## config.mk

```make
export PLATFORM = sky130hd
export DESIGN_NAME = sha1_stream_hasher_top
export DESIGN_NICKNAME = d
export VERILOG_FILES = /design/src/sv/sha1_pkg.sv /design/src/sv/sha1_fifo.sv /design/src/sv/sha1_front.sv /design/src/sv/sha1_back.sv /design/src/sv/sha1_stream_hasher_top.sv
export SDC_FILE = /design/constraint.sdc
export NUM_CORES = 2
export LEC_CHECK = 0
export ABC_CLOCK_PERIOD_IN_PS = 17100
export BUFFER_PORTS_ARGS = -buffer_cell sky130_fd_sc_hd__buf_2
export CORE_MARGIN = 5
export CORE_UTILIZATION = 60
export CTS_BUF_LIST = sky130_fd_sc_hd__clkbuf_4 sky130_fd_sc_hd__clkbuf_8
export CTS_CLUSTER_SIZE = 40
export DETAILED_ROUTE_END_ITERATION = 16
export GPL_ROUTABILITY_DRIVEN = 0
export GPL_TIMING_DRIVEN = 1
export PLACE_DENSITY = 0.76
export SYNTH_ARGS = -nofsm -noshare
export SYNTH_HDL_FRONTEND = slang
export SYNTH_SLANG_ARGS = --single-unit
```

## constraint.sdc

```tcl
create_clock -name clk_i -period 17.1 [get_ports clk_i]
set_input_delay 0.855 -clock clk_i [delete_from_list [all_inputs] [get_ports clk_i]]
set_output_delay 0.855 -clock clk_i [all_outputs]
set_load 0.005 [all_outputs]
```

## src/sv/sha1_pkg.sv

```systemverilog
package sha1_pkg;

  localparam int unsigned IN_QUEUE_DEPTH  = 4;
  localparam int unsigned OUT_QUEUE_DEPTH = 8;

  localparam int unsigned DIGEST_WORDS = 5;
  localparam int unsigned ROUNDS       = 80;

  localparam logic [31:0] K_CH  = 32'h5A827999;
  localparam logic [31:0] K_PA1 = 32'h6ED9EBA1;
  localparam logic [31:0] K_MAJ = 32'h8F1BBCDC;
  localparam logic [31:0] K_PA2 = 32'hCA62C1D6;

  localparam logic [31:0] H_INIT [DIGEST_WORDS] = '{
    32'h67452301, 32'hEFCDAB89, 32'h98BADCFE, 32'h10325476, 32'hC3D2E1F0
  };

  localparam logic [7:0] PAD_MARK = 8'h80;

  // one queued operation from the front end
  typedef struct packed {
    logic       has_byte;
    logic       ends_msg;
    logic [7:0] data;
  } op_t;

  // one digest word headed for the result queue
  typedef struct packed {
    logic [31:0] word;
    logic [2:0]  index;
    logic        last;
  } res_t;

endpackage

```

## src/sv/sha1_fifo.sv

```systemverilog
module sha1_fifo #(
  parameter int unsigned Width = 8,
  parameter int unsigned Depth = 4
) (
  input  logic             clk_i,
  input  logic             rst_ni,
  input  logic             push_i,
  input  logic [Width-1:0] data_i,
  output logic             full_o,
  input  logic             pop_i,
  output logic [Width-1:0] data_o,
  output logic             empty_o
);

  // depth is a power of two, at least two
  localparam int unsigned AddrW = $clog2(Depth);

  logic [Width-1:0] mem_q [Depth];
  logic [AddrW:0]   wr_q, wr_d;
  logic [AddrW:0]   rd_q, rd_d;
  logic             do_push, do_pop;

  assign full_o  = (wr_q[AddrW] != rd_q[AddrW]) &&
                   (wr_q[AddrW-1:0] == rd_q[AddrW-1:0]);
  assign empty_o = (wr_q == rd_q);
  assign do_push = push_i && !full_o;
  assign do_pop  = pop_i && !empty_o;
  assign data_o  = mem_q[rd_q[AddrW-1:0]];

  always_comb begin
    wr_d = wr_q;
    rd_d = rd_q;
    if (do_push) begin
      wr_d = wr_q + {{AddrW{1'b0}}, 1'b1};
    end
    if (do_pop) begin
      rd_d = rd_q + {{AddrW{1'b0}}, 1'b1};
    end
  end

  always_ff @(posedge clk_i or negedge rst_ni) begin
    if (!rst_ni) begin
      wr_q <= '0;
      rd_q <= '0;
    end else begin
      wr_q <= wr_d;
      rd_q <= rd_d;
    end
  end

  always_ff @(posedge clk_i) begin
    if (do_push) begin
      mem_q[wr_q[AddrW-1:0]] <= data_i;
    end
  end

endmodule

```

## src/sv/sha1_front.sv

```systemverilog
module sha1_front #(
  parameter int unsigned Depth = 4
) (
  input  logic            clk_i,
  input  logic            rst_ni,
  input  logic            push_i,
  output logic            full_o,
  input  logic [7:0]      message_byte_i,
  input  logic            byte_present_i,
  input  logic            final_item_i,
  output sha1_pkg::op_t   op_o,
  output logic            op_valid_o,
  input  logic            op_pop_i
);
  import sha1_pkg::*;

  op_t  op_in;
  logic keep;
  logic op_empty;

  // items with no byte and no end mark change nothing: drop them here
  assign keep = byte_present_i || final_item_i;

  always_comb begin
    op_in.has_byte = byte_present_i;
    op_in.ends_msg = final_item_i;
    op_in.data     = message_byte_i;
  end

  sha1_fifo #(
    .Width ($bits(op_t)),
    .Depth (Depth)
  ) u_op_queue (
    .clk_i   (clk_i),
    .rst_ni  (rst_ni),
    .push_i  (push_i && keep),
    .data_i  (op_in),
    .full_o  (full_o),
    .pop_i   (op_pop_i),
    .data_o  (op_o),
    .empty_o (op_empty)
  );

  assign op_valid_o = !op_empty;

endmodule

```

## src/sv/sha1_back.sv

```systemverilog
module sha1_back (
  input  logic           clk_i,
  input  logic           rst_ni,
  input  sha1_pkg::op_t  op_i,
  input  logic           op_valid_i,
  output logic           op_pop_o,
  output sha1_pkg::res_t res_o,
  output logic           res_push_o,
  input  logic           res_full_i
);
  import sha1_pkg::*;

  typedef enum logic [4:0] {
    ST_LOAD  = 5'b00001,
    ST_PAD   = 5'b00010,
    ST_ROUND = 5'b00100,
    ST_ADD   = 5'b01000,
    ST_EMIT  = 5'b10000
  } st_e;

  st_e         state_q, state_d;
  logic [5:0]  fill_q, fill_d;
  logic [6:0]  round_q, round_d;
  logic [63:0] bits_q, bits_d;
  logic [31:0] h_q [DIGEST_WORDS];
  logic [31:0] h_d [DIGEST_WORDS];
  logic        pad_q, pad_d;
  logic        mark_q, mark_d;
  logic        len_q, len_d;
  logic        last_q, last_d;
  logic [2:0]  emit_q, emit_d;

  logic [23:0] acc_q;
  logic [31:0] w_q [16];
  logic [31:0] a_q, b_q, c_q, d_q, e_q;

  logic        ins_v;
  logic [7:0]  ins_b;
  logic [7:0]  pad_b;
  logic [7:0][7:0] len_bytes;
  logic [1:0]  phase;
  logic [31:0] f_v, k_v, t_v, w_new;
  logic        blk_done;

  assign len_bytes = bits_q;

  // padding byte: end mark, zeros, then the big-endian bit length
  always_comb begin
    if (!mark_q) begin
      pad_b = PAD_MARK;
    end else if (len_q && fill_q >= 6'd56) begin
      pad_b = len_bytes[~fill_q[2:0]];
    end else begin
      pad_b = 8'h00;
    end
  end

  always_comb begin
    ins_v = 1'b0;
    ins_b = pad_b;
    if (state_q == ST_LOAD) begin
      ins_v = op_valid_i && op_i.has_byte;
      ins_b = op_i.data;
    end else if (state_q == ST_PAD) begin
      ins_v = 1'b1;
    end
  end

  assign blk_done = ins_v && (fill_q == 6'd63);
  assign op_pop_o = (state_q == ST_LOAD) && op_valid_i;

  // round function
  always_comb begin
    if (round_q < 7'd20) begin
      phase = 2'd0;
    end else if (round_q < 7'd40) begin
      phase = 2'd1;
    end else if (round_q < 7'd60) begin
      phase = 2'd2;
    end else begin
      phase = 2'd3;
    end
    case (phase)
      2'd0: begin
        f_v = (b_q & c_q) | (~b_q & d_q);
        k_v = K_CH;
      end
      2'd1: begin
        f_v = b_q ^ c_q ^ d_q;
        k_v = K_PA1;
      end
      2'd2: begin
        f_v = (b_q & c_q) | (b_q & d_q) | (c_q & d_q);
        k_v = K_MAJ;
      end
      default: begin
        f_v = b_q ^ c_q ^ d_q;
        k_v = K_PA2;
      end
    endcase
    t_v = {a_q[26:0], a_q[31:27]} + f_v + e_q + k_v + w_q[0];
  end

  always_comb begin
    w_new = w_q[13] ^ w_q[8] ^ w_q[2] ^ w_q[0];
    w_new = {w_new[30:0], w_new[31]};
  end

  always_comb begin
    res_o.word  = h_q[emit_q];
    res_o.index = emit_q;
    res_o.last  = (emit_q == 3'(DIGEST_WORDS - 1));
  end
  assign res_push_o = (state_q == ST_EMIT);

  always_comb begin
    state_d = state_q;
    fill_d  = fill_q;
    round_d = round_q;
    bits_d  = bits_q;
    h_d     = h_q;
    pad_d   = pad_q;
    mark_d  = mark_q;
    len_d   = len_q;
    last_d  = last_q;
    emit_d  = emit_q;

    if (ins_v) begin
      fill_d = fill_q + 6'd1;
    end

    case (state_q)
      ST_LOAD: begin
        if (op_valid_i) begin
          if (op_i.has_byte) begin
            bits_d = bits_q + 64'd8;
          end
          pad_d = op_i.ends_msg;
          if (blk_done) begin
            state_d = ST_ROUND;
            round_d = '0;
          end else if (op_i.ends_msg) begin
            state_d = ST_PAD;
          end
        end
      end
      ST_PAD: begin
        if (!mark_q) begin
          mark_d = 1'b1;
          len_d  = (fill_q <= 6'd55);
        end
        if (blk_done) begin
          state_d = ST_ROUND;
          round_d = '0;
          if (len_q && mark_q) begin
            last_d = 1'b1;
          end else begin
            len_d = 1'b1;
          end
        end
      end
      ST_ROUND: begin
        round_d = round_q + 7'd1;
        if (round_q == 7'(ROUNDS - 1)) begin
          state_d = ST_ADD;
        end
      end
      ST_ADD: begin
        h_d[0] = h_q[0] + a_q;
        h_d[1] = h_q[1] + b_q;
        h_d[2] = h_q[2] + c_q;
        h_d[3] = h_q[3] + d_q;
        h_d[4] = h_q[4] + e_q;
        emit_d = '0;
        if (last_q) begin
          state_d = ST_EMIT;
        end else if (pad_q) begin
          state_d = ST_PAD;
        end else begin
          state_d = ST_LOAD;
        end
      end
      ST_EMIT: begin
        if (!res_full_i) begin
          emit_d = emit_q + 3'd1;
          if (emit_q == 3'(DIGEST_WORDS - 1)) begin
            // start over for the next message
            state_d = ST_LOAD;
            h_d     = H_INIT;
            bits_d  = '0;
            pad_d   = 1'b0;
            mark_d  = 1'b0;
            len_d   = 1'b0;
            last_d  = 1'b0;
            emit_d  = '0;
          end
        end
      end
      default: begin
        state_d = ST_LOAD;
      end
    endcase
  end

  always_ff @(posedge clk_i or negedge rst_ni) begin
    if (!rst_ni) begin
      state_q <= ST_LOAD;
      fill_q  <= '0;
      round_q <= '0;
      bits_q  <= '0;
      h_q     <= H_INIT;
      pad_q   <= 1'b0;
      mark_q  <= 1'b0;
      len_q   <= 1'b0;
      last_q  <= 1'b0;
      emit_q  <= '0;
    end else begin
      state_q <= state_d;
      fill_q  <= fill_d;
      round_q <= round_d;
      bits_q  <= bits_d;
      h_q     <= h_d;
      pad_q   <= pad_d;
      mark_q  <= mark_d;
      len_q   <= len_d;
      last_q  <= last_d;
      emit_q  <= emit_d;
    end
  end

  // byte packer, schedule shift line and working variables
  always_ff @(posedge clk_i) begin
    if (ins_v) begin
      acc_q <= {acc_q[15:0], ins_b};
      if (fill_q[1:0] == 2'd3) begin
        for (int i = 0; i < 15; i++) begin
          w_q[i] <= w_q[i+1];
        end
        w_q[15] <= {acc_q, ins_b};
      end
    end else if (state_q == ST_ROUND) begin
      for (int i = 0; i < 15; i++) begin
        w_q[i] <= w_q[i+1];
      end
      w_q[15] <= w_new;
    end

    if (blk_done) begin
      a_q <= h_q[0];
      b_q <= h_q[1];
      c_q <= h_q[2];
      d_q <= h_q[3];
      e_q <= h_q[4];
    end else if (state_q == ST_ROUND) begin
      a_q <= t_v;
      b_q <= a_q;
      c_q <= {b_q[1:0], b_q[31:2]};
      d_q <= c_q;
      e_q <= d_q;
    end
  end

endmodule

```

## src/sv/sha1_stream_hasher_top.sv

```systemverilog
// channel  | handshake             | payload
// ---------+-----------------------+-------------------------------------------
// input    | push / full           | message_byte_i, byte_present_i, final_item_i
// result   | pop / empty           | digest_word_o, word_index_o, last_word_o
//
// message bytes are packed one per cycle; every 64th byte starts a compression of
// 80 rounds plus one chaining add, during which bytes wait in the input queue
// a final item adds the padding bytes, one or two compressions and the writes of
// the five digest words into the result queue
// reset clears the chaining words to the initial values and empties both queues
// a full result queue holds the digest writer; a full input queue shows as full
module sha1_stream_hasher_top #(
  parameter int unsigned InDepth  = sha1_pkg::IN_QUEUE_DEPTH,
  parameter int unsigned OutDepth = sha1_pkg::OUT_QUEUE_DEPTH
) (
  input  logic        clk_i,
  input  logic        rst_ni,
  input  logic        push,
  output logic        full,
  input  logic [7:0]  message_byte_i,
  input  logic        byte_present_i,
  input  logic        final_item_i,
  output logic        empty,
  input  logic        pop,
  output logic [31:0] digest_word_o,
  output logic [2:0]  word_index_o,
  output logic        last_word_o
);
  import sha1_pkg::*;

  // front end to back end
  op_t  op;
  logic op_valid;
  logic op_pop;

  // back end to result queue
  res_t res_in;
  res_t res_out;
  logic res_push;
  logic res_full;

  // front: takes items, drops ones with no effect, queues the rest
  sha1_front #(
    .Depth (InDepth)
  ) u_front (
    .clk_i          (clk_i),
    .rst_ni         (rst_ni),
    .push_i         (push),
    .full_o         (full),
    .message_byte_i (message_byte_i),
    .byte_present_i (byte_present_i),
    .final_item_i   (final_item_i),
    .op_o           (op),
    .op_valid_o     (op_valid),
    .op_pop_i       (op_pop)
  );

  // back: packing, padding, rounds and digest write-out
  sha1_back u_back (
    .clk_i      (clk_i),
    .rst_ni     (rst_ni),
    .op_i       (op),
    .op_valid_i (op_valid),
    .op_pop_o   (op_pop),
    .res_o      (res_in),
    .res_push_o (res_push),
    .res_full_i (res_full)
  );

  // result queue, oldest digest word on the ports
  sha1_fifo #(
    .Width ($bits(res_t)),
    .Depth (OutDepth)
  ) u_res_queue (
    .clk_i   (clk_i),
    .rst_ni  (rst_ni),
    .push_i  (res_push),
    .data_i  (res_in),
    .full_o  (res_full),
    .pop_i   (pop),
    .data_o  (res_out),
    .empty_o (empty)
  );

  assign digest_word_o = res_out.word;
  assign word_index_o  = res_out.index;
  assign last_word_o   = res_out.last;

endmodule

```

==> metrics <==
post-synth top area share=about half; Crit Path Class=flop to flop; Yosys cell types=92; Worst Hold Class=input port to flop; nature of the critical path startpoint=flop; clock sink total=1284; input/output buffers=51; number of global-route vias before repair=38.1k; Internal=5.46 mW; Avg WL per Cell=about 21 microns; DR iter-0 viols=4042; synth top area cells=edfxtp_1, dfrtp_1, ha_1; Post-DRT Antenna Nets=0; Site Rows=around 120; largest net degree at the start of global routing=178; Setup Viol. Count Final=0; post_cts resized=0; Final Hold Viols=0; Num CTS Buffers=between 150 and 200; Fin Clk Skew=0.0332 ns; Comb pwr share=9.6%; layout cell share with drive strength beyond 1=14.6%; fin crit share=47.1%; nets=5233; Max Freq=124 MHz; placed insts=6051; Sw Ratio=25.0%; Max VDD drop=107 uV; Post-synth EDFFs=1024; syn_nets=5104; CP Data Arrival Time=approximately 8.7 ns; Die Y=331 microns; Post-Layout Cell Count=6427; Max Buffers Root-to-Sink=3; starting density of the core=between 60 and 70%; sequential area share after synthesis=between 60% and 70%; register share of total power=approximately 54%; Worst Tran Pin Value=1.28 ns; num ports=52; Leak Pwr=26.2 nW; # DRC=0; RSZ-0062 raised after global routing=no; core footprint=0.102 sq mm; initial antenna violation count=2; Clk network pwr share=36.2%; Remaining Overflow, GRT=0; Primary FF master, synth=edfxtp_1; Worst Path Required=17.71 ns; slew margin rel.=14.5%; Clk pin slew, worst setup/hold paths=0.07 ns; CTS tree=yes; root buffer cell=clkbuf_8; ys async rst share=20.2%; Worst-Skew Late Latency=0.88 ns; hold slack=0.202 ns; fin. max-slew vios=0; final core occ=66.3%; first-pass GRT wire length=between 200 and 250 mm; post-DP HPWL=92.0 mm; Mapped Area=0.0617 sq mm; CTS HTree Levels=4; reported net switching power=roughly 1.8 mW; GRT Util Overall=around 25%; Crit. End Element=flop; Total Power=7.28 mW; TNS Setup=0 ns; Pre-Repair DR Iteration Count=6; Power Dens Cells=108 mW/mm^2; Post-Syn Instances=between 4k and 5k; max cap viols=0; Seq cells post-synth=1284; vias=38.3k; Die W=331 microns; run status=completed; wirelength, routed=approximately 140 mm; Final Critical Period=8.05 ns; vias per cell=5.96; Avg Inst Size Synth=13.0 sq um; Area Overhead vs Synth=9.64%; Synth warnings=0; Crit Path Max Fanout=32; die area=0.109 sq mm; Synth area leader=edfxtp_1
## synthesized netlist by cell type (all sizes together), types with 12 or more instances
library cell  count
buf              51
o21a             39
a21o             64
o21ai           231
o22ai            51
dfstp            81
nor2b            17
nand2           603
o21bai           25
mux2i            73
clkbuf          112
o211ai           12
a31oi            22
dfrtp           179
a22o             13
a21oi           307
nor2            334
o22a             15
a221o            14
inv             257
a211oi           19
or3              29
a22oi            22
ha              210
nand2b           34
and2             15
o31ai            17
fa              125
mux4             96
xnor2           215
nor3             32
nand4            32
nand3            55
mux2             71
and3             30
edfxtp         1024
xor2            120
## path summary, 6_finish.rpt
kind / start / to / slack [ns] / cells after the start
max in group asynchronous: rst_ni / u_back.h_q[151] / 14.66 / 4
min in group asynchronous: rst_ni / u_res_queue.wr_q[0] / 0.56 / 2
setup / recovery: u_back.round_q[5] / u_back.a_q[26] / 9.05 / 22
hold reg to reg: u_back.w_q[3][22] / u_back.w_q[2][22] / 0.40 / 0
setup reg to reg: u_back.round_q[5] / u_back.a_q[26] / 9.05 / 22
hold / removal: message_byte_i[2] / u_front.u_op_queue.mem_q[0][2] / 0.20 / 1
## sequential cells by signal, summed over array words and instances (netlist names)
name                      count
u_back.b_q                   32
u_back.h_q                  160
u_back.c_q                   32
u_back.emit_q                 3
u_back.len_q                  1
u_back.d_q                   32
u_back.mark_q                 1
u_back.e_q                   32
u_res_queue.rd_q              4
u_res_queue.mem_q           288
u_back.round_q                7
u_front.u_op_queue.mem_q     40
u_back.bits_q                61
u_front.u_op_queue.rd_q       3
u_back.acc_q                 24
u_back.w_q                  512
u_back.state_q                5
u_back.last_q                 1
u_res_queue.wr_q              4
u_front.u_op_queue.wr_q       3
u_back.pad_q                  1
u_back.fill_q                 6
u_back.a_q                   32
## layer usage
metal / part of all wire [%] / vias to the layer above / track usage, %
li1: - / 17600 / -
met5: 0 / - / 0
met3: 7.1 / 257 / 4.19
met2: 47 / 1411 / 39.9
met1: 43 / 19100 / 36.7
met4: 3.2 / 0 / 8.88
## cell families (layout without fill, tap and decap cells)
family                     Yosys count  count (layout)  synth area share [%]
AOI/OAI and AO/OA                  914             914                  9.15
xor gates and xnor gates           335             335                  4.75
adders and majority gates          336             336                  8.33
buffers and inverters              420             720                  2.66
DFF                               1284            1284                  60.5
muxes                              240             240                  5.98
other                                0               4                     0
and+or+nand+nor                   1226            1226                  8.62
## stage by stage
step | setup WS (ns) | cell area (sq um)
after floorplan | 3.22 | 61700
after global placement | 9.41 | 63500
after detailed placement | 9.15 | 63500
after CTS | 9.15 | 67700
after global routing | 8.69 | 67700
final | 9.05 | 67700
## critical path: stages, from the launching register on
cell and delay (ns):
dfrtp_1 0.48, inv_1 0.11, maj3_1 0.42, a221oi_1 0.66
ha_1 1.15, a22oi_1 0.24, a21oi_1 0.27, fa_1 0.46
fa_1 0.50, inv_1 0.06, fa_1 0.52, inv_1 0.05
ha_1 0.27, a21o_1 0.16, a21oi_1 0.27, o21ai_0 0.18
a311oi_1 0.62, o41ai_1 0.26, o22ai_2 0.32, o21ai_1 0.14
a311oi_1 0.40, xor2_1 0.17, o21ai_0 0.08
## layout make-up
cell class                 instances  area, sq um
inverter                         257          965
timing repair buffer              92          613
clock inverter                    82          653
tap                             1368         1710
sequential                      1284        37400
clock buffer                     289         3480
multi-input combinational       3051        22900
antenna                            4         10.0
fill                            7312        34300
## power groups by stage
| stage | Clock, mW | Sequential (mW) | Combinational, mW |
|---|---|---|---|
| finish | 2.63 | 3.95 | 0.698 |
| global route | 2.83 | 3.98 | 0.768 |
| CTS | 2.69 | 3.95 | 0.705 |
| detailed placement | 0 | 4.01 | 0.700 |
| global placement | 0 | 4.00 | 0.681 |
| floorplan | 0 | 4.07 | 0.535 |
## repair_timing
action,4_1_cts,5_1_grt
hold buffers,1,0
setup buffers,0,0
endpoints found under the hold margin,42,0
## cells in the final DEF, fill, tap and decap left out, types with 22 or more instances in the layout
cell,n
xnor2_1,215
nand4_1,32
dfstp_2,81
a21o_1,64
clkbuf_8,210
nand2_1,598
a22oi_1,22
clkinv_2,27
nor3_1,28
buf_2,50
clkinv_1,33
mux2_2,71
ha_1,210
dfrtp_1,174
mux2i_1,73
o21ai_0,224
nand2b_1,32
xor2_1,120
inv_1,257
nor2_1,325
buf_4,37
clkbuf_4,79
fa_1,125
o22ai_1,50
o21bai_1,25
mux4_2,96
edfxtp_1,1024
or3_1,27
nand3_1,53
a21oi_1,307
and3_1,28
o21a_1,38
No activity file was read; power rests on OpenSTA's default activity.
